**src/sv/peu_pkg.sv**
```systemverilog
package peu_pkg;

    localparam int NUM_PARTICLES = 64;
    localparam int SLOT_W = 6;

    localparam logic [2:0] REG_EMIT_POS   = 3'd0;
    localparam logic [2:0] REG_BASE_DIR   = 3'd1;
    localparam logic [2:0] REG_START_COL  = 3'd2;
    localparam logic [2:0] REG_END_COL    = 3'd3;
    localparam logic [2:0] REG_LIFE       = 3'd4;
    localparam logic [2:0] REG_SPEED      = 3'd5;
    localparam logic [2:0] REG_SPREAD_X   = 3'd6;
    localparam logic [2:0] REG_SPREAD_Y   = 3'd7;

    localparam logic CMD_INIT = 1'b0;
    localparam logic CMD_TICK = 1'b1;

    typedef struct packed {
        logic        cmd;
        logic [31:0] now_ms;
        logic [15:0] dt_seconds;
        logic [14:0] random_x;
        logic [14:0] random_y;
    } t_in_item;

    typedef struct packed {
        logic [5:0]         slot;
        logic signed [31:0] pos_x;
        logic signed [31:0] pos_y;
        logic signed [31:0] pos_z;
        logic [31:0]        color_out;
        logic               last;
    } t_out_item;

    typedef enum logic [3:0] {
        ST_IDLE,
        ST_FADE,
        ST_FADE_WAIT,
        ST_JIT,
        ST_JIT_WAIT,
        ST_RD,
        ST_MUL1,
        ST_MUL2,
        ST_WB,
        ST_OUT_RD,
        ST_OUT
    } t_state;

    // controller to datapath
    typedef struct packed {
        logic               init_clear;
        logic               div_start;
        logic [2:0]         div_sel;
        logic               fade_store;
        logic               jit_store;
        logic               arm_check;
        logic               rd;
        logic               mul1;
        logic               mul2;
        logic               wb;
        logic               out_rd;
        logic [SLOT_W-1:0]  slot;
        logic [1:0]         chan;
    } t_ctl;

    // datapath to controller
    typedef struct packed {
        logic div_busy;
        logic alive_slot;
    } t_sts;

endpackage

```
**src/sv/peu_ctrl.sv**
```systemverilog
module peu_ctrl
    import peu_pkg::*;
(
    input  logic     i_clk,
    input  logic     i_rst_n,
    input  logic     i_in_valid,
    output logic     o_in_ready,
    input  logic     i_cmd,
    input  logic     i_out_busy,
    input  t_sts     i_sts,
    output t_ctl     o_ctl
);
    t_state r_state, n_state;
    logic [SLOT_W-1:0] r_slot, n_slot;
    logic [1:0]        r_chan, n_chan;

    always_ff @(posedge i_clk) begin
        if (!i_rst_n) begin
            r_state <= ST_IDLE;
            r_slot <= '0;
            r_chan <= '0;
        end else begin
            r_state <= n_state;
            r_slot <= n_slot;
            r_chan <= n_chan;
        end
    end

    always_comb begin
        n_state = r_state;
        n_slot = r_slot;
        n_chan = r_chan;
        o_ctl = '0;
        o_ctl.slot = r_slot;
        o_ctl.chan = r_chan;
        o_in_ready = 1'b0;
        case (r_state)
            ST_IDLE: begin
                o_in_ready = 1'b1;
                if (i_in_valid) begin
                    n_chan = '0;
                    n_slot = '0;
                    if (i_cmd == CMD_INIT) begin
                        o_ctl.init_clear = 1'b1;
                        n_state = ST_FADE;
                    end else begin
                        o_ctl.arm_check = 1'b1;
                        n_state = ST_JIT;
                    end
                end
            end
            // four fade rate divisions
            ST_FADE: begin
                o_ctl.div_start = 1'b1;
                o_ctl.div_sel = {1'b0, r_chan};
                n_state = ST_FADE_WAIT;
            end
            ST_FADE_WAIT: begin
                if (!i_sts.div_busy) begin
                    o_ctl.fade_store = 1'b1;
                    n_chan = r_chan + 2'd1;
                    n_state = (r_chan == 2'd3) ? ST_IDLE : ST_FADE;
                end
            end
            // two jitter modulos
            ST_JIT: begin
                o_ctl.div_start = 1'b1;
                o_ctl.div_sel = {2'b10, r_chan[0]};
                n_state = ST_JIT_WAIT;
            end
            ST_JIT_WAIT: begin
                if (!i_sts.div_busy) begin
                    o_ctl.jit_store = 1'b1;
                    n_chan = r_chan + 2'd1;
                    n_state = r_chan[0] ? ST_RD : ST_JIT;
                end
            end
            // slot update sweep
            ST_RD: begin
                o_ctl.rd = 1'b1;
                n_state = ST_MUL1;
            end
            ST_MUL1: begin
                o_ctl.mul1 = 1'b1;
                n_state = ST_MUL2;
            end
            ST_MUL2: begin
                o_ctl.mul2 = 1'b1;
                n_state = ST_WB;
            end
            ST_WB: begin
                o_ctl.wb = 1'b1;
                n_slot = r_slot + 1'b1;
                n_state = (r_slot == SLOT_W'(NUM_PARTICLES - 1)) ? ST_OUT_RD : ST_RD;
            end
            // report sweep
            ST_OUT_RD: begin
                if (!i_sts.alive_slot) begin
                    n_slot = r_slot + 1'b1;
                    if (r_slot == SLOT_W'(NUM_PARTICLES - 1)) n_state = ST_IDLE;
                end else if (!i_out_busy) begin
                    o_ctl.out_rd = 1'b1;
                    n_state = ST_OUT;
                end
            end
            ST_OUT: begin
                n_slot = r_slot + 1'b1;
                n_state = (r_slot == SLOT_W'(NUM_PARTICLES - 1)) ? ST_IDLE : ST_OUT_RD;
            end
            default: n_state = ST_IDLE;
        endcase
    end
endmodule

```
**config.mk**
```make
export PLATFORM = sky130hd
export DESIGN_NAME = peu_ctrl
export DESIGN_NICKNAME = d
export VERILOG_FILES = /design/src/sv/peu_pkg.sv /design/src/sv/peu_ctrl.sv
export SDC_FILE = /design/constraint.sdc
export NUM_CORES = 1
export LEC_CHECK = 0
export BUFFER_PORTS_ARGS = -buffer_cell sky130_fd_sc_hd__buf_2
export CORE_MARGIN = 4
export CORE_UTILIZATION = 50
export DETAILED_ROUTE_END_ITERATION = 10
export PLACE_DENSITY = 0.82
export SLEW_MARGIN = 20
export SYNTH_ARGS = -nofsm -noshare
export SYNTH_HDL_FRONTEND = slang
export SYNTH_SLANG_ARGS = --single-unit
```
**constraint.sdc**
```tcl
create_clock -name i_clk -period 3.4 [get_ports i_clk]
set_input_delay 0.17 -clock i_clk [delete_from_list [all_inputs] [get_ports i_clk]]
set_output_delay 0.17 -clock i_clk [all_outputs]
set_load 0.05 [all_outputs]
```
Word level (Yosys, flattened, before mapping)
Cells that the tools add are included.
- word-level logic and storage cells: 68
- input port bits: 7
- output and inout bits: 22
- bits in registers: 12
- $add $sub $neg: 2
- mux-type cells: 36
- reduce and logical (&&, ||, !) cells: 8
- eq/ne operators: 19
- operators with widths (cell ; number):
    $pmux W4 S11 ; 1
    $mux W4 ; 8
    $mux W1 ; 18
    $pmux W6 S3 ; 1
    $eq A4 B3 Y1 const B ; 4
    $eq A4 B4 Y1 const B ; 3
    $mux W6 ; 2
    $ne A2 B2 Y1 const B ; 5
    $eq A4 B2 Y1 const B ; 2
    $pmux W4 S2 ; 1
    $add A6 B1 Y6 const B ; 1
    $eq A6 B6 Y1 const B ; 1
    $mux W2 ; 3
    $ne A3 B3 Y1 const B ; 2
    $reduce_and A3 Y1 ; 2
    $reduce_and A5 Y1 ; 1
    $eq A4 B1 Y1 const B ; 1
    $logic_not A4 Y1 ; 1
    $pmux W2 S2 ; 1
    $reduce_or A2 Y1 ; 2
    $mux W3 ; 1
    $reduce_bool A3 Y1 ; 1
    $add A2 B1 Y2 const B ; 1
    $eq A2 B2 Y1 const B ; 1
    $reduce_bool A2 Y1 ; 1

Longest topological paths before layout
Gate-level depths: netlist of run 1.
- word-level depth: 4
- mapped depth: 7
- depth with buffers taken out: 5

Worst setup path before layout of run 1
No wires, ideal clock.
- kind: reg-to-output
- start point: register r_state[2]
- end point: output port o_ctl[20] (netlist bit)
- required time: 3.230 ns
- path slack: 0.943 ns
- path buffers: 1
- stages on the path, launching flop included: 5
- arrival time: 2.287 ns
- path through: dfxtp_1 buf_6 nor4_2 nand2_1 nor2_1
- RTL lines (item ; RTL line ; source):
    start, declared ; peu_ctrl.sv:13 ; t_state r_state, n_state;
    start signal, assigned ; peu_ctrl.sv:23 ; r_state <= n_state;
    end, declared ; peu_ctrl.sv:11 ; output t_ctl o_ctl

==> impl_table.tex, run 1 <==
\begin{tabular}{lr}
\hline
Metric & Value \\
\hline
\multicolumn{2}{l}{\textbf{Run status}} \\
\quad Status & finished clean \\
\multicolumn{2}{l}{\textbf{Synth}} \\
\quad Synthesized-area fraction occupied by ao, oa, aoi and oai cells & 0.233 \\
\quad Number of flops mapped to enable cells by yosys & 0 \\
\quad Post-synth ARST share & 0 \\
\quad Yosys synthesis warning count & 0 \\
\quad Yosys reg bits & 12 \\
\quad Mux cell area share after synthesis & 0.0220 \\
\quad Proportion of synthesized chip area in sequential cells & 0.248 \\
\quad Xor/xnor cell area share of the yosys netlist & 0.0453 \\
\quad Per-instance average area after synthesis & 8.13 sq um \\
\quad Top post-synthesis cells by area & sky130\_fd\_sc\_hd\_\_dfxtp\_1 25\%, sky130\_fd\_sc\_hd\_\_nor2\_1 6.6\%, sky130\_fd\_sc\_hd\_\_a211oi\_2 5.2\% \\
\quad Combined area of all synthesized cells & 967 sq um \\
\quad Adder and majority cell fraction of the synthesized area & 0.0259 \\
\quad Main synth FF type & sky130\_fd\_sc\_hd\_\_dfxtp\_1 \\
\quad Fraction of the mapped netlist area in simple logic gates & 0.329 \\
\quad Top cell type's share of synthesized area & 0.248 \\
\quad Synthesized instance count & 119 \\
\quad Number of distinct library cell variants in the gate-level netlist after synthesis & 43 \\
\quad Largest family of logic cells by synthesized area & simple AND/OR/NAND/NOR gates \\
\quad Syn nets & 128 \\
\quad Library cell with the largest summed area after synthesis & sky130\_fd\_sc\_hd\_\_dfxtp\_1 \\
\multicolumn{2}{l}{\textbf{Critical path}} \\
\quad Worst path cell trace & nand2b\_1 -> or3\_1 -> inv\_1 -> buf\_2 \\
\quad Slowest library cell on the worst path & sky130\_fd\_sc\_hd\_\_dfxtp\_1 \\
\quad Classification of the worst setup path & reg2out \\
\quad Worst reg2reg path startpoint & r\_state[2] \\
\quad End point of the critical path & o\_ctl[9] \\
\quad Number of buffer and inverter instances along the worst setup path & 2 \\
\quad Worst path top cell family by delay & flip-flops \\
\quad Number of logic stages on the critical path including buffering & 4 \\
\quad Slowest cell delay on critical path & 650 ps \\
\quad Reg2reg path depth & 5 \\
\quad Launching instance or port of the critical path & r\_state[3] \\
\quad Crit-path max FO & 16 \\
\quad Data required time at the worst endpoint & 3230 ps \\
\quad Type of element capturing the critical path & output port \\
\quad Kind of start point of the critical path & register \\
\quad R2R Setup Slk & 1720 ps \\
\quad Reg2reg end & r\_state[1] \\
\quad Data arrival, critical path & 1820 ps \\
\multicolumn{2}{l}{\textbf{Cells and area}} \\
\quad Count of fill cells added during filler insertion & 161 \\
\quad N\_diodes & 0 \\
\quad Design Area, Final & 0.00111 sq mm \\
\quad Final net count & 155 \\
\quad Layout cell share with drive strength beyond 1 & 0.299 \\
\quad Area growth from synthesis to layout & 15.1\% \\
\multicolumn{2}{l}{\textbf{Die}} \\
\quad Initial cell density of the core & 0.542 \\
\quad Die Height & 52.0 um \\
\quad Area of the core & 0.00178 sq mm \\
\quad Area of the die & 0.00270 sq mm \\
\quad Number of cell rows & 15 \\
\quad Number of top-level pins & 29 \\
\quad Die width & 52.0 um \\
\multicolumn{2}{l}{\textbf{Clocking}} \\
\quad Buffers inserted during post-CTS setup optimization & 0 \\
\quad Clk pin slew, worst setup/hold paths & 70 ps \\
\quad TritonCTS buffer count & 3 \\
\quad Sink count of the clock tree & 12 \\
\quad Post-CTS Hold Fix Bufs & 0 \\
\quad Clock H-tree levels & 1 \\
\quad Later-pin clock latency in the skew report & 270 ps \\
\quad Library cell used as clock root buffer & sky130\_fd\_sc\_hd\_\_clkbuf\_4 \\
\quad PostCTS Resize Cnt & 0 \\
\quad Clock tree from TritonCTS & built \\
\quad Clk buf depth & 2 \\
\multicolumn{2}{l}{\textbf{Drt}} \\
\quad Wire length after detailed routing & 2260 um \\
\quad First-pass iteration count of the detailed router & 4 \\
\quad Total DRC errors in the routed layout & 0 \\
\quad Routed len/inst & 13.4 um \\
\quad Total via count after detailed routing & 952 \\
\quad Vias/cell & 5.63 \\
\quad Violation count after the first detailed-routing iteration & 28 \\
\quad Antenna Violating Nets Remaining & 0 \\
\multicolumn{2}{l}{\textbf{Timing}} \\
\quad Worst-case headroom to the max-slew limit & 0.556 \\
\quad RSZ-0062 raised after global routing & no \\
\quad Clock tree skew after final layout & 2.98 ps \\
\quad Pins over their slew limit & 0 \\
\quad Count of final hold-check violations & 0 \\
\quad Number of endpoints failing setup at the final stage & 0 \\
\quad Maximum achievable frequency & 0.502 GHz \\
\quad Total negative slack for setup checks & 0 ps \\
\quad Minimum period implied by the final worst setup slack & 1990 ps \\
\quad Part of the cycle the worst path needs & 0.585 \\
\quad Slew at the pin closest to its max-slew limit & 665 ps \\
\quad Fin worst setup slack & 1410 ps \\
\multicolumn{2}{l}{\textbf{Power and ir drop}} \\
\quad PwrDens & 396 mW/mm\^{}2 \\
\quad Leakage Power & 0.478 nW \\
\quad Maximum vdd drop & 0.000242 V \\
\quad Pwr Total & 0.000441 W \\
\multicolumn{2}{l}{\textbf{Flow run}} \\
\quad Reported max-cap violation count & 0 \\
\multicolumn{2}{l}{\textbf{Global route}} \\
\quad Remaining global-route overflow & 0 \\
\quad First-pass GRT wire length & 3930 um \\
\quad Via count of the first global-routing pass & 833 \\
\quad Largest net degree at the start of global routing & 22 \\
\quad Initial antenna violation count & 0 \\
\quad Global-route total usage across every layer & 0.193 \\
\multicolumn{2}{l}{\textbf{Place}} \\
\quad Instance area at placement & 0.00109 sq mm \\
\quad Last weighted congestion value of the routability-driven placer & 0.897 \\
\quad Post-placement worst setup slack & 1720 ps \\
\quad IO buf count & 28 \\
\quad Total half-perimeter wirelength after legalization and detailed placement & 1680 um \\
\multicolumn{2}{l}{\textbf{Worst hold path}} \\
\quad Hold WC Path Type & in2reg \\
\hline
\end{tabular}
## cell usage after synthesis, types with 2 or more instances
library cell and number:
sky130_fd_sc_hd__o21ai_0 2, sky130_fd_sc_hd__a21oi_1 5, sky130_fd_sc_hd__ha_1 2, sky130_fd_sc_hd__bufinv_8 2, sky130_fd_sc_hd__inv_1 3, sky130_fd_sc_hd__nor2_1 17
sky130_fd_sc_hd__o2bb2ai_1 2, sky130_fd_sc_hd__buf_2 3, sky130_fd_sc_hd__nand2b_1 3, sky130_fd_sc_hd__nor2b_1 8, sky130_fd_sc_hd__nand2_1 11, sky130_fd_sc_hd__dfxtp_1 12
sky130_fd_sc_hd__a211oi_2 4, sky130_fd_sc_hd__and3_1 5, sky130_fd_sc_hd__nand3_1 4, sky130_fd_sc_hd__xnor2_1 5, sky130_fd_sc_hd__o21a_1 2, sky130_fd_sc_hd__nor4_1 3
sky130_fd_sc_hd__o22ai_1 2
## layout by cell type, fill, tap and decap left out, types with 3 or more instances in the layout
cell type,synthesis,routed
sky130_fd_sc_hd__buf_2,3,28
sky130_fd_sc_hd__nor2_1,17,17
sky130_fd_sc_hd__dfxtp_1,12,12
sky130_fd_sc_hd__nand2_1,11,11
sky130_fd_sc_hd__nor2b_1,8,8
sky130_fd_sc_hd__and3_1,5,5
sky130_fd_sc_hd__xnor2_1,5,5
sky130_fd_sc_hd__a21oi_1,5,5
sky130_fd_sc_hd__nand3_1,4,4
sky130_fd_sc_hd__a211oi_2,4,4
sky130_fd_sc_hd__nand2b_1,3,3
sky130_fd_sc_hd__inv_1,3,3
sky130_fd_sc_hd__nor4_1,3,3
sky130_fd_sc_hd__clkbuf_4,0,3
## where the power goes
part           switching (W)   total, W  internal (W)
logic               0.000113   0.000176     0.0000626
clock network      0.0000471  0.0000882     0.0000411
registers          0.0000290   0.000177      0.000148
## worst reg2reg max path, stage by stage, from the launching register on
cell and delay [ps]:
sky130_fd_sc_hd__dfxtp_1 750, sky130_fd_sc_hd__nor4_2 160, sky130_fd_sc_hd__nor2b_1 180, sky130_fd_sc_hd__nor3_2 290, sky130_fd_sc_hd__nand2_1 100, sky130_fd_sc_hd__o22ai_1 130
## through the flow
stage               std cells  hold WS, ps  utilization
CTS                       169          201        0.625
global placement          166          485        0.612
finish                    169          206        0.625
floorplan                 119          298            -
detailed placement        166          501        0.612
global route              169          203        0.625
## per-layer routing
layer,GRT usage,part of all wire
met2,0.255,0.46
met1,0.296,0.47
met5,0,0
met4,0.0524,0.011
met3,0.0516,0.059
## cell type report
| type | instances | area [sq um] | share of cell area |
|---|---|---|---|
| Clock buffer | 3 | 22.5 | 0.0202 |
| Inverter | 5 | 46.3 | 0.0416 |
| Multi-Input combinational cell | 96 | 633 | 0.569 |
| Sequential cell | 12 | 240 | 0.216 |
| Tap cell | 25 | 31.3 | 0.0281 |
| Timing Repair Buffer | 28 | 140 | 0.126 |
## kinds of logic (layout without fill, tap and decap cells)
| kind of cell | count (synthesis) | count (layout) |
|---|---|---|
| AO/OA/AOI/OAI | 28 | 28 |
| flip-flops | 12 | 12 |
| adder cells (fa/ha/maj) | 2 | 2 |
| buffers and inverters | 11 | 36 |
| XOR/XNOR | 5 | 5 |
| multiplexers | 2 | 2 |
| AND/OR/NAND/NOR | 59 | 59 |
## flip-flops by register name (all words and copies together) (netlist names)
register  flops
r_chan        2
r_slot        6
r_state       4
## how the worst min path moves through the flow
stage                     startpoint         to  cells past startpoint
final                        i_rst_n  r_slot[0]                      2
after global routing         i_rst_n  r_chan[1]                      2
after CTS                    i_rst_n  r_chan[1]                      2
after detailed placement     i_rst_n  r_slot[0]                      2
after global placement       i_rst_n  r_chan[0]                      2
after floorplan              i_rst_n  r_slot[0]                      1
No activity file was read; power rests on OpenSTA's default activity.
==> run 2: changes to the inputs <==
--- a/config.mk
+++ b/config.mk
@@ -5,11 +5,12 @@
 export SDC_FILE = /design/constraint.sdc
 export NUM_CORES = 1
 export LEC_CHECK = 0
+export ABC_AREA = 1
 export BUFFER_PORTS_ARGS = -buffer_cell sky130_fd_sc_hd__buf_2
 export CORE_MARGIN = 4
-export CORE_UTILIZATION = 50
+export CORE_UTILIZATION = 45
 export DETAILED_ROUTE_END_ITERATION = 10
-export PLACE_DENSITY = 0.82
+export PLACE_DENSITY = 0.79
 export SLEW_MARGIN = 20
 export SYNTH_ARGS = -nofsm -noshare
 export SYNTH_HDL_FRONTEND = slang
==> constraint.sdc (replaced) <==
create_clock -name i_clk -period 1.7 [get_ports i_clk]
set_input_delay 0.085 -clock i_clk [delete_from_list [all_inputs] [get_ports i_clk]]
set_output_delay 0.085 -clock i_clk [all_outputs]
set_load 0.05 [all_outputs]
==> run 2 against run 1 <==
Hold slack got worse by 150 ps. Final area increased by 2.8%. Via count increased by 11%. Critical path depth increased by 1. Flip-flop and latch count unchanged. Utilization decreased by 3.5 points. Critical path type unchanged.
==> impl_table.tex, run 2 <==
\begin{tabular}{lr}
\hline
Metric & Value \\
\hline
\multicolumn{2}{l}{\textbf{Timing}} \\
\quad Pins over their slew limit & 0 \\
\quad Clock tree skew after final layout & 1.83 ps \\
\quad Worst-case headroom to the max-slew limit & 0.769 \\
\quad RSZ-0062 raised after global routing & no \\
\quad Total negative slack for setup checks & 0 ps \\
\quad Part of the cycle the worst path needs & 0.914 \\
\quad Slew at the pin closest to its max-slew limit & 346 ps \\
\quad Minimum period implied by the final worst setup slack & 1550 ps \\
\quad Count of final hold-check violations & 0 \\
\quad Worst hold slack across all endpoints & 58.4 ps \\
\quad Number of endpoints failing setup at the final stage & 0 \\
\quad Maximum achievable frequency & 0.644 GHz \\
\multicolumn{2}{l}{\textbf{Cells and area}} \\
\quad Utilization of the core after routing & 0.590 \\
\quad Top library cells by usage in the layout, fill and taps aside & 38 x sky130\_fd\_sc\_hd\_\_nand2\_1, 28 x sky130\_fd\_sc\_hd\_\_buf\_2, 21 x sky130\_fd\_sc\_hd\_\_nor2\_1 \\
\quad Largest registers & r\_slot (6), r\_state (4), r\_chan (2) \\
\quad Largest register by flop count & r\_slot \\
\quad Layout cell share with drive strength beyond 1 & 0.301 \\
\quad Design Area, Final & 0.00114 sq mm \\
\quad Final net count & 196 \\
\quad Area growth from synthesis to layout & 24.8\% \\
\quad Leading cell type in the layout, fill and taps excluded & sky130\_fd\_sc\_hd\_\_nand2\_1 \\
\quad Max reg flops & 6 \\
\quad N\_diodes & 0 \\
\multicolumn{2}{l}{\textbf{Synth}} \\
\quad Leading post-synthesis cells by instance count & 38 x sky130\_fd\_sc\_hd\_\_nand2\_1, 23 x sky130\_fd\_sc\_hd\_\_nor2\_1, 19 x sky130\_fd\_sc\_hd\_\_nand3\_1 \\
\quad Yosys reg bits & 12 \\
\quad Per-instance average area after synthesis & 5.92 sq um \\
\quad Post-synth ARST share & 0 \\
\quad Syn nets & 164 \\
\quad Top cell type's share of synthesized area & 0.262 \\
\quad Synthesized instance count & 155 \\
\quad Main synth FF type & sky130\_fd\_sc\_hd\_\_dfxtp\_1 \\
\quad Number of flops mapped to enable cells by yosys & 0 \\
\quad Combined area of all synthesized cells & 917 sq um \\
\quad Top post-synthesis cells by area & sky130\_fd\_sc\_hd\_\_dfxtp\_1 26\%, sky130\_fd\_sc\_hd\_\_nand2\_1 16\%, sky130\_fd\_sc\_hd\_\_nand3\_1 10\% \\
\quad Proportion of synthesized chip area in sequential cells & 0.262 \\
\quad Yosys synthesis warning count & 0 \\
\quad Library cell with the largest summed area after synthesis & sky130\_fd\_sc\_hd\_\_dfxtp\_1 \\
\quad Number of distinct library cell variants in the gate-level netlist after synthesis & 22 \\
\quad Most repeated cell in the gate-level netlist after synthesis & sky130\_fd\_sc\_hd\_\_nand2\_1 \\
\multicolumn{2}{l}{\textbf{Drt}} \\
\quad Violation count after the first detailed-routing iteration & 25 \\
\quad Routed len/inst & 11.1 um \\
\quad First-pass iteration count of the detailed router & 4 \\
\quad Total via count after detailed routing & 1061 \\
\quad Total DRC errors in the routed layout & 0 \\
\quad Antenna Violating Nets Remaining & 0 \\
\quad Vias/cell & 4.98 \\
\quad Wire length after detailed routing & 2370 um \\
\multicolumn{2}{l}{\textbf{Worst hold path}} \\
\quad Hold WC Path Type & in2reg \\
\multicolumn{2}{l}{\textbf{Clocking}} \\
\quad Clk pin slew, worst setup/hold paths & 70 ps \\
\quad Clock tree from TritonCTS & built \\
\quad Library cell used as clock root buffer & sky130\_fd\_sc\_hd\_\_clkbuf\_4 \\
\quad TritonCTS buffer count & 3 \\
\quad Buffers inserted during post-CTS setup optimization & 0 \\
\quad Later-pin clock latency in the skew report & 270 ps \\
\quad Clock H-tree levels & 1 \\
\quad Sink count of the clock tree & 12 \\
\quad Clk buf depth & 2 \\
\multicolumn{2}{l}{\textbf{Power and ir drop}} \\
\quad Fraction of power consumed by combinational cells & 0.569 \\
\quad Power share of the sequential group & 0.271 \\
\quad Internal Dissipation & 0.000659 W \\
\quad Maximum vdd drop & 0.000777 V \\
\quad Switching Fraction & 0.534 \\
\quad Net switching power & 0.000755 W \\
\quad Pwr Total & 0.00141 W \\
\quad Share of power burned in the clock network & 0.160 \\
\quad Leakage Power & 0.599 nW \\
\quad PwrDens & 1240 mW/mm\^{}2 \\
\multicolumn{2}{l}{\textbf{Global route}} \\
\quad Via count of the first global-routing pass & 997 \\
\quad First-pass GRT wire length & 4000 um \\
\quad Largest net degree at the start of global routing & 12 \\
\quad Initial antenna violation count & 0 \\
\quad Remaining global-route overflow & 0 \\
\quad Global-route total usage across every layer & 0.190 \\
\multicolumn{2}{l}{\textbf{Die}} \\
\quad Number of top-level pins & 29 \\
\quad Die Height & 53.1 um \\
\quad Die width & 53.1 um \\
\quad Number of cell rows & 16 \\
\quad Area of the die & 0.00282 sq mm \\
\quad Area of the core & 0.00194 sq mm \\
\quad Initial cell density of the core & 0.472 \\
\multicolumn{2}{l}{\textbf{Run status}} \\
\quad Status & finished clean \\
\multicolumn{2}{l}{\textbf{Critical path}} \\
\quad R2R Setup Slk & 190 ps \\
\quad Crit-path max FO & 5 \\
\quad Data required time at the worst endpoint & 1620 ps \\
\quad Data arrival, critical path & 1470 ps \\
\quad Classification of the worst setup path & reg2out \\
\quad Kind of start point of the critical path & register \\
\quad Type of element capturing the critical path & output port \\
\multicolumn{2}{l}{\textbf{Flow run}} \\
\quad Reported max-cap violation count & 0 \\
\multicolumn{2}{l}{\textbf{Place}} \\
\quad Last weighted congestion value of the routability-driven placer & 0.849 \\
\quad Total half-perimeter wirelength after legalization and detailed placement & 1950 um \\
\quad IO buf count & 28 \\
\quad Instance area at placement & 0.00110 sq mm \\
\hline
\end{tabular}
## run 2: cell count changes after synthesis, moves of 5 or more
| cell | change |
|---|---|
| sky130_fd_sc_hd__nand2_1 | +27 |
| sky130_fd_sc_hd__nor2b_1 | -8 |
| sky130_fd_sc_hd__inv_2 | +5 |
| sky130_fd_sc_hd__nor2_1 | +6 |
| sky130_fd_sc_hd__inv_1 | +15 |
| sky130_fd_sc_hd__nand3_1 | +15 |
| sky130_fd_sc_hd__a21oi_1 | +8 |
## run 2: cells by family after synthesis
logic type,share of synthesized area
compound gates,0.0955
xor+xnor,0.0287
simple gates,0.484
flops,0.262
buf+inv,0.102
fa+ha+maj,0.0273
## run 2: what timing repair did
action / in CTS / in global routing
gates resized for setup: 1 / 3
setup endpoints to repair: 1 / 3
hold buffers: 0 / 0
## run 2: metrics by stage
step	setup slack, ps	std cells
6_report	146	213
2_1_floorplan	11.9	155
3_5_place_dp	201	209
3_3_place_gp	265	209
5_1_grt	26.6	213
4_1_cts	35.1	213
## run 2: layout make-up
class	count	area [sq um]
Fill cell	199	797
Multi-Input combinational cell	118	598
Sequential cell	12	246
Timing Repair Buffer	28	140
Inverter	24	90.1
Clock buffer	4	36.3
Tap cell	27	33.8
## run 2: power groups by stage
stage / Sequential, W / Combinational, W / Clock (W)
floorplan: 0.000388 / 0.000634 / 0
CTS: 0.000380 / 0.000808 / 0.000235
detailed placement: 0.000385 / 0.000804 / 0
global placement: 0.000382 / 0.000790 / 0
finish: 0.000383 / 0.000805 / 0.000226
global route: 0.000391 / 0.000896 / 0.000243
## run 2: metal layers
metal	track usage	up-vias	routed length (um)
li1	-	553	-
met1	0.224	475	1020
met2	0.335	27	1180
met3	0.0254	6	126
met4	0.0851	0	40
met5	0	-	0
## run 2: worst paths after layout
path | to | startpoint | cells after the start
setup / recovery | o_ctl[14] | r_state[2] | 5
hold / removal | r_chan[0] | i_rst_n | 3
setup reg to reg | r_state[3] | r_slot[0] | 7
hold reg to reg | r_slot[1] | r_slot[1] | 2
## run 2: critical path: stages, from the launching register on
cell and delay, ps:
sky130_fd_sc_hd__dfxtp_1 450, sky130_fd_sc_hd__inv_2 90, sky130_fd_sc_hd__nor2_2 170, sky130_fd_sc_hd__nand2_1 120
sky130_fd_sc_hd__nor2_1 100, sky130_fd_sc_hd__buf_2 260
